File: src/tisc_pkg.sv
// Shared constants, types and the sample check function of the snapshot checker.
// No dependencies.
package tisc_pkg;
    localparam int RING_LEN  = 4;
    localparam int NUM_KINDS = 8;
    localparam int KIND_W = 3;
    localparam int CNT_W  = $clog2(RING_LEN + 1);
    localparam int SLOT_W = (RING_LEN > 1) ? $clog2(RING_LEN) : 1;
    localparam int SUM_W  = CNT_W + 1;
    localparam int ADDR_W = $clog2(NUM_KINDS * RING_LEN);

    localparam logic [1:0] CMD_RECORD = 2'd0;
    localparam logic [1:0] CMD_CLEAR  = 2'd1;
    localparam logic [1:0] CMD_BUILD  = 2'd2;

    localparam logic [2:0] FAIL_NONE    = 3'd0;
    localparam logic [2:0] FAIL_ZERO    = 3'd1;
    localparam logic [2:0] FAIL_MISSING = 3'd2;
    localparam logic [2:0] FAIL_INVALID = 3'd3;
    localparam logic [2:0] FAIL_FUTURE  = 3'd4;
    localparam logic [2:0] FAIL_STALE   = 3'd5;

    localparam logic [1:0] MODE_OFF    = 2'd0;
    localparam logic [1:0] MODE_STRICT = 2'd1;

    localparam logic [KIND_W-1:0] KIND_EGO  = 3'd0;
    localparam logic [KIND_W-1:0] KIND_PRED = 3'd3;
    localparam logic [KIND_W-1:0] KIND_LAST = 3'd7;

    localparam logic [2:0] REG_EGO   = 3'd0;
    localparam logic [2:0] REG_ROAD  = 3'd1;
    localparam logic [2:0] REG_OBJ   = 3'd2;
    localparam logic [2:0] REG_PRED  = 3'd3;
    localparam logic [2:0] REG_OCCRT = 3'd4;
    localparam logic [2:0] REG_TRTRJ = 3'd5;
    localparam logic [2:0] REG_MODE  = 3'd6;
    localparam logic [2:0] REG_DEPTH = 3'd7;

    typedef struct packed {
        logic [NUM_KINDS-1:0][63:0] lim;
        logic [1:0]                 mode;
        logic [2:0]                 depth;
    } cfg_t;

    typedef struct packed {
        logic latch;
        logic rd_newest;
        logic rec_write;
        logic clear_kind;
        logic zero_fail;
        logic k_clear;
        logic k_inc;
        logic scan_start;
        logic scan_rd;
        logic scan_chk;
        logic chk_step;
        logic emit;
        logic resp;
    } ctrl_cmd_t;

    typedef struct packed {
        logic [1:0] command;
        logic       stamp_zero;
        logic       count_zero;
        logic       scan_hit;
        logic       k_last;
    } dp_status_t;

    function automatic logic [2:0] check_sample(logic rcv, logic val, logic [63:0] st,
                                                logic [63:0] frame, logic [63:0] lim);
        logic [63:0] age;
        age = frame - st;
        if (!rcv) return FAIL_MISSING;
        else if (!val) return FAIL_INVALID;
        else if (st > frame) return FAIL_FUTURE;
        else if (age > lim) return FAIL_STALE;
        else return FAIL_NONE;
    endfunction
endpackage

File: src/tisc_dp.sv
// Datapath: sample history memory, per-kind ring pointers, selection and checks.
// Depends on tisc_pkg; driven by tisc_ctrl commands.
module tisc_dp (
    input  logic                   clk,
    input  logic                   rst_n,
    input  logic [71:0]            s_tdata,
    input  tisc_pkg::cfg_t         cfg,
    input  tisc_pkg::ctrl_cmd_t    cmd,
    output tisc_pkg::dp_status_t   status,
    output logic [79:0]            m_tdata
);
    localparam int H = tisc_pkg::RING_LEN;
    localparam int K = tisc_pkg::NUM_KINDS;
    localparam int CW = tisc_pkg::CNT_W;
    localparam int SW = tisc_pkg::SLOT_W;
    localparam int UW = tisc_pkg::SUM_W;
    localparam int AW = tisc_pkg::ADDR_W;
    localparam int KW = tisc_pkg::KIND_W;

    function automatic logic [SW-1:0] wrap_slot(logic [SW-1:0] base, logic [CW-1:0] ofs);
        logic [UW-1:0] s;
        s = UW'(base) + UW'(ofs);
        if (s >= UW'(H))
            s = s - UW'(H);
        return SW'(s);
    endfunction

    function automatic logic [AW-1:0] slot_addr(logic [KW-1:0] k, logic [SW-1:0] s);
        return AW'(k) * AW'(H) + AW'(s);
    endfunction

    logic [1:0]    cmd_reg;
    logic [KW-1:0] kind_reg;
    logic [63:0]   stamp_reg;
    logic          ok_reg, blank_reg;

    logic [CW-1:0] count_reg  [K];
    logic [SW-1:0] oldest_reg [K];
    logic [65:0]   mem [K*H];
    logic [65:0]   rd_reg;

    logic [KW-1:0] k_reg;
    logic [CW-1:0] i_reg;
    logic [K-1:0]  rcv_reg, use_reg, val_reg, blk_reg;
    logic [63:0]   cst_reg [K];
    logic [2:0]    fail_reg;
    logic [KW-1:0] fkind_reg;
    logic          done_reg, fallback_reg, acc_reg;

    logic [CW-1:0] n_rec, deff;
    logic [SW-1:0] old_rec, newest_slot, scan_slot, wr_slot, old_next;
    logic [CW-1:0] cnt_next;
    logic [4:0]    d5;
    logic [63:0]   rd_stamp;
    logic          reject, same, wr_en;
    logic [AW-1:0] rd_addr, wr_addr;
    logic [2:0]    f;

    assign rd_stamp    = rd_reg[63:0];
    assign n_rec       = count_reg[kind_reg];
    assign old_rec     = oldest_reg[kind_reg];
    assign newest_slot = wrap_slot(old_rec, n_rec - CW'(1));
    assign scan_slot   = wrap_slot(oldest_reg[k_reg], i_reg - CW'(1));
    assign rd_addr     = cmd.scan_rd ? slot_addr(k_reg, scan_slot)
                                     : slot_addr(kind_reg, newest_slot);

    always_comb
    begin
        d5 = {2'd0, cfg.depth};
        if (d5 == 5'd0)
            d5 = 5'd1;
        if (d5 > 5'(H))
            d5 = 5'(H);
        deff = CW'(d5);
    end

    assign reject = (stamp_reg == 64'd0) || ((n_rec != '0) && (stamp_reg < rd_stamp));
    assign same   = (n_rec != '0) && (stamp_reg == rd_stamp);

    always_comb
    begin
        old_next = old_rec;
        cnt_next = n_rec;
        if (same)
            wr_slot = newest_slot;
        else if (n_rec >= deff)
        begin
            old_next = wrap_slot(old_rec, n_rec - deff + CW'(1));
            wr_slot  = wrap_slot(old_next, deff - CW'(1));
            cnt_next = deff;
        end
        else
        begin
            wr_slot  = wrap_slot(old_rec, n_rec);
            cnt_next = n_rec + CW'(1);
        end
    end

    assign wr_en   = cmd.rec_write && !reject;
    assign wr_addr = slot_addr(kind_reg, wr_slot);

    always_ff @(posedge clk)
    begin
        rd_reg <= mem[rd_addr];
        if (wr_en)
            mem[wr_addr] <= {blank_reg, ok_reg, stamp_reg};
    end

    assign f = tisc_pkg::check_sample(rcv_reg[k_reg], val_reg[k_reg], cst_reg[k_reg],
                                      stamp_reg, cfg.lim[k_reg]);

    always_ff @(posedge clk)
    begin
        if (cmd.latch)
        begin
            cmd_reg   <= s_tdata[1:0];
            kind_reg  <= s_tdata[4:2];
            stamp_reg <= s_tdata[68:5];
            ok_reg    <= s_tdata[69];
            blank_reg <= s_tdata[70];
        end
        if (cmd.scan_chk && status.scan_hit)
        begin
            cst_reg[k_reg] <= rd_stamp;
            val_reg[k_reg] <= rd_reg[64];
            blk_reg[k_reg] <= rd_reg[65];
        end
    end

    always_ff @(posedge clk or negedge rst_n)
    begin
        if (!rst_n)
        begin
            for (int j = 0; j < K; j++)
            begin
                count_reg[j]  <= '0;
                oldest_reg[j] <= '0;
            end
            k_reg        <= '0;
            i_reg        <= '0;
            rcv_reg      <= '0;
            use_reg      <= '0;
            fail_reg     <= tisc_pkg::FAIL_NONE;
            fkind_reg    <= tisc_pkg::KIND_EGO;
            done_reg     <= 1'b0;
            fallback_reg <= 1'b0;
            acc_reg      <= 1'b0;
        end
        else
        begin
            if (cmd.latch)
            begin
                acc_reg      <= 1'b0;
                rcv_reg      <= '0;
                use_reg      <= '0;
                fail_reg     <= tisc_pkg::FAIL_NONE;
                fkind_reg    <= tisc_pkg::KIND_EGO;
                done_reg     <= 1'b0;
                fallback_reg <= 1'b0;
            end
            if (cmd.clear_kind)
            begin
                count_reg[kind_reg]  <= '0;
                oldest_reg[kind_reg] <= '0;
                acc_reg              <= 1'b1;
            end
            if (cmd.rec_write)
            begin
                acc_reg <= !reject;
                if (wr_en)
                begin
                    count_reg[kind_reg]  <= cnt_next;
                    oldest_reg[kind_reg] <= old_next;
                end
            end
            if (cmd.zero_fail)
            begin
                fail_reg  <= tisc_pkg::FAIL_ZERO;
                fkind_reg <= tisc_pkg::KIND_EGO;
                done_reg  <= 1'b1;
            end
            if (cmd.k_clear)
                k_reg <= '0;
            else if (cmd.k_inc)
                k_reg <= k_reg + KW'(1);
            if (cmd.scan_start)
                i_reg <= count_reg[k_reg];
            if (cmd.scan_chk)
            begin
                if (status.scan_hit)
                    rcv_reg[k_reg] <= 1'b1;
                else
                    i_reg <= i_reg - CW'(1);
            end
            if (cmd.chk_step && !done_reg)
            begin
                if (k_reg < tisc_pkg::KIND_PRED)
                begin
                    if (f != tisc_pkg::FAIL_NONE)
                    begin
                        fail_reg  <= f;
                        fkind_reg <= k_reg;
                        done_reg  <= 1'b1;
                    end
                    else
                        use_reg[k_reg] <= 1'b1;
                end
                else if (k_reg == tisc_pkg::KIND_PRED)
                begin
                    if (cfg.mode != tisc_pkg::MODE_OFF)
                    begin
                        if (f == tisc_pkg::FAIL_NONE)
                            use_reg[k_reg] <= 1'b1;
                        else if (cfg.mode == tisc_pkg::MODE_STRICT)
                        begin
                            fail_reg  <= f;
                            fkind_reg <= k_reg;
                            done_reg  <= 1'b1;
                        end
                        else
                            fallback_reg <= 1'b1;
                    end
                end
                else
                    use_reg[k_reg] <= (f == tisc_pkg::FAIL_NONE);
            end
        end
    end

    assign status.command    = cmd_reg;
    assign status.stamp_zero = (stamp_reg == 64'd0);
    assign status.count_zero = (count_reg[k_reg] == '0);
    assign status.scan_hit   = (rd_stamp <= stamp_reg) || (i_reg == CW'(1));
    assign status.k_last     = (k_reg == tisc_pkg::KIND_LAST);

    always_comb
    begin
        if (cmd.emit)
            m_tdata = {fallback_reg, fkind_reg, fail_reg,
                       (fail_reg == tisc_pkg::FAIL_NONE), use_reg[k_reg],
                       blk_reg[k_reg] & rcv_reg[k_reg], val_reg[k_reg] & rcv_reg[k_reg],
                       cst_reg[k_reg] & {64{rcv_reg[k_reg]}}, rcv_reg[k_reg],
                       k_reg, 1'b0};
        else
            m_tdata = {76'd0, kind_reg, acc_reg};
    end
endmodule

File: config.mk
export PLATFORM = sky130hd
export DESIGN_NAME = tisc_dp
export DESIGN_NICKNAME = d
export VERILOG_FILES = /design/src/tisc_pkg.sv /design/src/tisc_dp.sv
export SDC_FILE = /design/constraint.sdc
export NUM_CORES = 2
export LEC_CHECK = 0
export BUFFER_PORTS_ARGS = -buffer_cell sky130_fd_sc_hd__buf_2
export CAP_MARGIN = 20
export CORE_UTILIZATION = 45
export DETAILED_ROUTE_END_ITERATION = 6
export SYNTH_ARGS = -nofsm -noshare
export SYNTH_HDL_FRONTEND = slang
export SYNTH_SLANG_ARGS = --single-unit
export TNS_END_PERCENT = 30
File: constraint.sdc
create_clock -name clk -period 8.32 [get_ports clk]
set_input_delay 1.248 -clock clk [delete_from_list [all_inputs] [get_ports clk]]
set_output_delay 1.248 -clock clk [all_outputs]
set_load 0.01 [all_outputs]
# Word level (Yosys, flattened, before mapping)
# Memories as Yosys holds them, arrays and structs flattened. A register that Yosys moved wholly into a read port is not among the register bits.
# Index checks and enable logic that the tools add are counted.
totals:
  register_bits: 158
  ramBits: 2624
  output_inout_bits: 86
  wordCells: 225
  n_memories: 2
classes:
  add_sub_neg: 21
  n_lt_le_gt_ge: 17
  n_eq_ne: 5
  mux: 116
  n_bitwise: 11
  n_reduce_logical: 21
memory_table:
  columns: ["memory", "words", "width", "read_ports", "rd_ports_with_merged_regs", "wr", "line_no", "rtl"]
  rows:
  - ["mem", 32, 66, 1, 1, 1, "tisc_dp.sv:39", "logic [65:0] mem [K*H];"]
  - ["cst_reg", 8, 64, 1, 0, 1, "tisc_dp.sv:45", "logic [63:0] cst_reg [K];"]
op_table:
  columns: ["operator", "count"]
  rows:
  - ["$bmux 64 s3", 1]
  - ["$gt 64x64->1", 2]
  - ["$mux 3", 36]
  - ["$mux 8", 10]
  - ["$mux 80", 1]
  - ["$mux 24", 3]
  - ["$and 64x64->64", 1]
  - ["$eq 64x64->1", 1]
  - ["$le 64x64->1", 1]
  - ["$logic_not 64->1", 1]
  - ["$lt 64x64->1", 1]
  - ["$mux 64", 1]
  - ["$sub 64x64->64", 1]
  - ["$mux 16", 3]
  - ["$mux 2", 16]
  - ["$mux 1", 28]
  - ["$and 24x24->24", 1]
  - ["$bwmux 24", 1]
  - ["$bwmux 8", 3]
  - ["$not 24->24", 1]
  - ["$add 2x3->4", 5]
  - ["$ge 4x3->1 const B", 5]
  - ["$bmux 3 s3", 2]
  - ["$and 16x16->16", 1]
  - ["33 further kinds", 65]

# Depth between registers and ports, before layout
depth:
  depth_word: 17
  depth_mapped: 29
  mapped_depth_nobuf: 26

# Worst setup path before layout
# OpenSTA, ideal clock, no wires.
synth_path:
  kind: "flip-flop to flip-flop"
  start: "register k_reg[2]"
  end: "register done_reg"
  t_arrival_ps: 6687
  slack_ps: 1509
  path_stages_with_launch: 29
  n_path_buf: 5
  synth_period_minus_slack_ps: 6811
  path_cell_list: "dfrtp_1 -> buf_2 -> clkbuf_1 -> nor3_1 -> clkbuf_1 -> buf_1 -> a22oi_1 -> and3_1 -> ha_1 -> clkbuf_1 -> a21o_1 -> o21ai_0 -> o211ai_1 -> or4b_1 -> o211ai_1 -> a31o_2 -> o21bai_1 -> a221oi_1 -> xnor2_1 -> ha_1 -> nand4_1 -> or3_1 -> nor3_1 -> and4_1 -> nor4bb_1 -> a21oi_1 -> a2111oi_1 -> nor2_1 -> a211o_1"
synth_via:
  elab_chain_cells: 13
  elab_cells_between_ends: 24
  cone_classes: "1 x add/sub; 3 x order compare; 1 x eq/ne; 16 x mux; 2 x reduce/logical; 1 x memory"
synth_rtl:
  columns: ["item", "line_no", "rtl"]
  rows:
  - ["start: declaration", "tisc_dp.sv:42", "logic [KW-1:0] k_reg;"]
  - ["start signal: assignment", "tisc_dp.sv:185", "k_reg <= k_reg + KW'(1);"]
  - ["$mem_v2 8x64 / $bmux 64 s3 (equally long branches)", null, null]
  - ["$sub 64x64->64 / $mux 64 (equally long branches)", "tisc_pkg.sv:72, tisc_dp.sv:110", null]
  - ["$gt 64x64->1", "tisc_pkg.sv:76", "else if (age > lim) return FAIL_STALE;"]
  - ["$mux 3", "tisc_pkg.sv:76", null]
  - ["$mux 3", "tisc_pkg.sv:75", "else if (st > frame) return FAIL_FUTURE;"]
  - ["$mux 3", "tisc_pkg.sv:74", "else if (!val) return FAIL_INVALID;"]
  - ["$mux 3", "tisc_pkg.sv:73", "if (!rcv) return FAIL_MISSING;"]
  - ["$logic_not 3->1", "tisc_dp.sv:212", "if (f == tisc_pkg::FAIL_NONE)"]
  - ["$mux 1", "tisc_dp.sv:212", null]
  - ["$mux 1", "tisc_dp.sv:210", "if (cfg.mode != tisc_pkg::MODE_OFF)"]
  - ["$mux 1", "tisc_dp.sv:208", "else if (k_reg == tisc_pkg::KIND_PRED)"]
  - ["$mux 1 *", "tisc_dp.sv:197", "if (k_reg < tisc_pkg::KIND_PRED)"]
  - ["$mux 1 *", "tisc_dp.sv:195", "if (cmd.chk_step && !done_reg)"]
  - ["end signal: assignment", "tisc_dp.sv:180", "done_reg <= 1'b1;"]
  - ["end signal: assignment", "tisc_dp.sv:203", "done_reg <= 1'b1;"]
  - ["end signal: assignment", "tisc_dp.sv:218", "done_reg <= 1'b1;"]
  - ["end: declaration", "tisc_dp.sv:48", "logic done_reg, fallback_reg, acc_reg;"]
# Mark *: on every way between the ends. The rest lies on a longest branch, timed or not. The select of a mux whose other input is x is not followed.
# A chain may end at the register's enable or synchronous reset.

# Final worst setup path
layout_path:
  start: "register k_reg[1]"
  end: "register done_reg"
# The elaborated chain is that of the path after synthesis.

==> impl.org <==
** Placement
- At the placement stage, the worst setup path has a slack of -0.160 ns.
- Post-place instance area :: 129000 sq um
- RD Place Congestion :: 0.977
- The HPWL after detailed placement is 268000 um.
- During placement, the flow inserted port buffers numbering 686.
- DP Cell Count :: 11600

** Drt
- Before antenna repair, the detailed router went through 6 iterations.
- Routed length per placed instance :: 35.1 um
- DRC marker count from the first detailed-route iteration :: 9269
- For this run, design rule violations remaining after detail routing come to 0.
- Summed over all layers, the routed wires come to 427000 um.
- In this run the remaining antenna-violating nets after routing total 0.
- Total via count in the routed design :: 76600
- Via-to-Cell Ratio :: 6.30

** Finish
- After the last flow step, the layout net total stands at 9193.
- After the flow finishes, the layout carries non-filler instances totaling 12200.
- Fraction of layout instances using a drive strength above 1 :: 20.2%
- Layout fillers :: 21200
- Relative to the synthesized area, the layout overhead comes to 16.8%.
- Largest register FFs :: 2112
- Non-Filler Cell Area, Final :: 139000 sq um

** Timing
- The max-slew violation total from the final report was 2.
- Crit path time final :: 8.11 ns
- Peak Freq :: 0.123 GHz
- Clock skew on the completed layout was measured at 0.0680 ns.
- The worst path uses 97.5% of the clock period.
- Worst-case setup margin in the final layout :: 0.208 ns
- Setup repair after global routing left no endpoint under its margin.
- At the pin with the least slew margin, the transition time is 1.54 ns.
- The number of hold-slack violations in the final timing report is 0.
- Setup violations remaining at the end of the flow were counted as 0.
- Headroom to the max-slew limit came out at -2.78%.

** Power
- The internal power of the cells totals 33.5 mW.
- The analysis attributes to cell leakage a power of 47.3 nW.
- Of the total power, registers draw 35.1%.
- Peak supply drop :: 0.741 mV
- For this design the ratio of total power to cell area is 382 nW/um^2.
- Comb power frac :: 39.9%
- Sw Share :: 36.8%
- Net load switching power :: 19.5 mW
- The clock network is responsible for 25.0% of the overall power.

** Logic synthesis
- Synthesized cell area :: 119000 sq um
- For this run, the leading register cell type out of synthesis is sky130_fd_sc_hd__edfxtp_1.
- Of all cell types, the one taking the most synthesized area is sky130_fd_sc_hd__edfxtp_1.
- Sorting the synthesized cells by area gives the leading types as sky130_fd_sc_hd__edfxtp_1 (69%), sky130_fd_sc_hd__mux4_2 (3.8%), sky130_fd_sc_hd__mux2i_1 (2.9%), sky130_fd_sc_hd__a211oi_1 (2.2%), sky130_fd_sc_hd__ha_1 (2.2%).
- Synth Net Count :: 8327
- Yosys mapped a number of flops with a built-in enable equal to 2711.
- Share of the synthesized area in the top cell type :: 68.6%
- Fraction of the yosys area taken by sequential cells :: 71.2%
- The cell count after synthesis came out at 7513.
- Register bit count reported by yosys :: 2848
- For this run, the number of Yosys warnings is 0.
- Yosys cell types :: 80
- Mapped Avg Cell Area :: 15.8 sq um
- Fraction of registers with async set/reset :: 2.49%

** Die
- Area of the die :: 266000 sq um
- After floorplanning, the core was divided into 188 placement rows.
- Once the floorplan was initialized, standard cells occupied 45.3% of the core.
- Height of the die :: 516 um
- Area of the core region :: 262000 sq um
- The floorplan step set the die width to 516 um.
- Io pins :: 690

** Setup path
- Buf+Inv Stages, Crit Path :: 5
- Crit path largest cell delay :: 0.57 ns
- Biggest fanout along the worst timing path :: 21
- The worst setup path is launched from a flip-flop.
- CP Capture Type :: flip-flop
- Worst Path Arrival :: 8.94 ns
- Most repeated library cell on the critical path :: sky130_fd_sc_hd__buf_4
- The largest individual stage delay along the critical path comes from the cell sky130_fd_sc_hd__or4b_1.
- STA puts the critical path data required time at 9.15 ns.
- The cell family contributing the most delay on the critical path is simple AND/OR/NAND/NOR gates.
- Worst reg2reg setup slack :: 0.21 ns
- The setup path with the least slack is of type flip-flop to flip-flop.

** Clocking
- TritonCTS built the clock tree.
- Clock tree synthesis inserted a total of 307 buffers.
- Clock root cell :: sky130_fd_sc_hd__clkbuf_16
- H-tree levels :: 5
- The clock drives 2848 sinks.
- Clock-pin slew was measured on the worst setup and hold paths at 0.06 ns.
- Clock insertion delay at the later pin of the skew report :: 0.96 ns
- Hold repair after CTS inserted 0 buffers.
- Bufs on Longest Clock Path :: 4

** Global routing
- Overall global routing resource usage :: 31.9%
- The number of antenna violations at the first check in global routing is 92.
- Entering global routing, the biggest net connects 131 pins.
- The first global-routing pass estimated 582000 um of wire.
- Via count of the first global-routing pass :: 72700
- Gr ovfl total :: 0

** Status
- The final reports fail on max-slew violations.
- Run status :: complete, but fails checks

** Job
- Number of max-cap violations :: 0

** Hold path
- Hold Path Class :: input port to flip-flop
-- layout make-up --
| class | count | area (sq um) | share of cell area (%) |
|---|---|---|---|
| Multi-Input combinational cell | 4077 | 32300 | 23.3 |
| Antenna cell | 43 | 108 | 0.0776 |
| Tap cell | 3515 | 4400 | 3.17 |
| Timing Repair Buffer | 1038 | 7310 | 5.27 |
| Clock inverter | 129 | 1360 | 0.982 |
| Sequential cell | 2848 | 84500 | 60.9 |
| Inverter | 107 | 402 | 0.290 |
| Clock buffer | 403 | 8270 | 5.96 |
-- metal layers --
metal / share of wire [%] / global-route usage [%] / vias up
li1: - / - / 32100
met1: 37 / 39.4 / 39300
met2: 46 / 48.2 / 4111
met3: 9.7 / 8.89 / 989
met4: 7.8 / 22.8 / 62
met5: 0.12 / 0.292 / -
-- cells in the mapped netlist, drive strengths merged, types with 15 or more instances --
library cell,number
a211oi,353
a21o,68
a21oi,171
a221oi,113
a22o,180
a22oi,330
a311oi,202
a31oi,81
and2,280
and3,119
and4,30
buf,111
clkbuf,370
dfrtp,71
dfxtp,66
edfxtp,2711
ha,209
inv,105
mux2i,343
mux4,201
nand2,632
nand2b,18
nand3,33
nand4,42
nor2,186
nor2b,15
nor3,33
nor4,92
o211ai,21
o21a,15
o21ai,77
o22ai,16
o2bb2ai,44
xnor2,52
xor2,21
-- timing repair --
item                                    CTS  global route
resized for setup                         1             3
buffers inserted                          0             1
pin swaps                                 0             1
endpoints found under the setup margin    6             8
-- cells by family (layout without fill, tap and decap cells) --
| family | count (synthesis) | count (layout) | synth area share (%) |
|---|---|---|---|
| flip-flops | 2848 | 2848 | 71.2 |
| other | 0 | 43 | 0 |
| AO/OA/AOI/OAI | 1739 | 1739 | 11.0 |
| adder cells (fa/ha/maj) | 210 | 210 | 2.22 |
| AND/OR/NAND/NOR | 1505 | 1505 | 6.24 |
| XOR/XNOR | 73 | 73 | 0.538 |
| buffers and inverters | 588 | 1677 | 2.07 |
| multiplexers | 550 | 550 | 6.76 |
-- path summary, 6_finish.rpt --
kind	startpoint	end	cells past startpoint
min in group asynchronous	rst_n	oldest_reg[8]	2
max in group asynchronous	rst_n	k_reg[2]	2
min	s_tdata[39]	stamp_reg[34]	1
min reg2reg	rcv_reg[3]	rcv_reg[3]	1
max reg2reg	k_reg[1]	done_reg	28
max	k_reg[1]	done_reg	28
-- metrics by stage --
step	power, mW	utilization, %	hold slack [ns]	TNS, ns
2_1_floorplan	33.2	-	0.450	0
3_5_place_dp	39.7	49.1	0.478	-0.301
5_1_grt	55.2	52.8	0.416	0
3_3_place_gp	39.3	49.1	0.468	-0.181
6_report	53.0	52.9	0.462	0
4_1_cts	52.9	52.8	0.385	0
-- power groups by stage --
stage	sequential (mW)	clock (mW)	combinational, mW
6_report	18.6	13.3	21.1
5_1_grt	18.7	14.0	22.6
4_1_cts	18.5	13.4	20.9
3_5_place_dp	18.8	0	20.9
3_3_place_gp	18.8	0	20.5
2_1_floorplan	18.4	0	14.8
-- layout by cell type, fill, tap and decap left out, drive strengths merged, types with 113 or more instances in the layout --
master	Yosys	routed
nand2	632	632
and3	119	119
clkbuf	370	407
a22o	180	180
a22oi	330	330
edfxtp	2711	2711
ha	209	209
buf	111	1034
a21oi	171	171
mux2i	343	343
nor2	186	186
mux4	201	201
a311oi	202	202
a221oi	113	113
a211oi	353	353
and2	280	280
(Power assumes the default switching activity.)
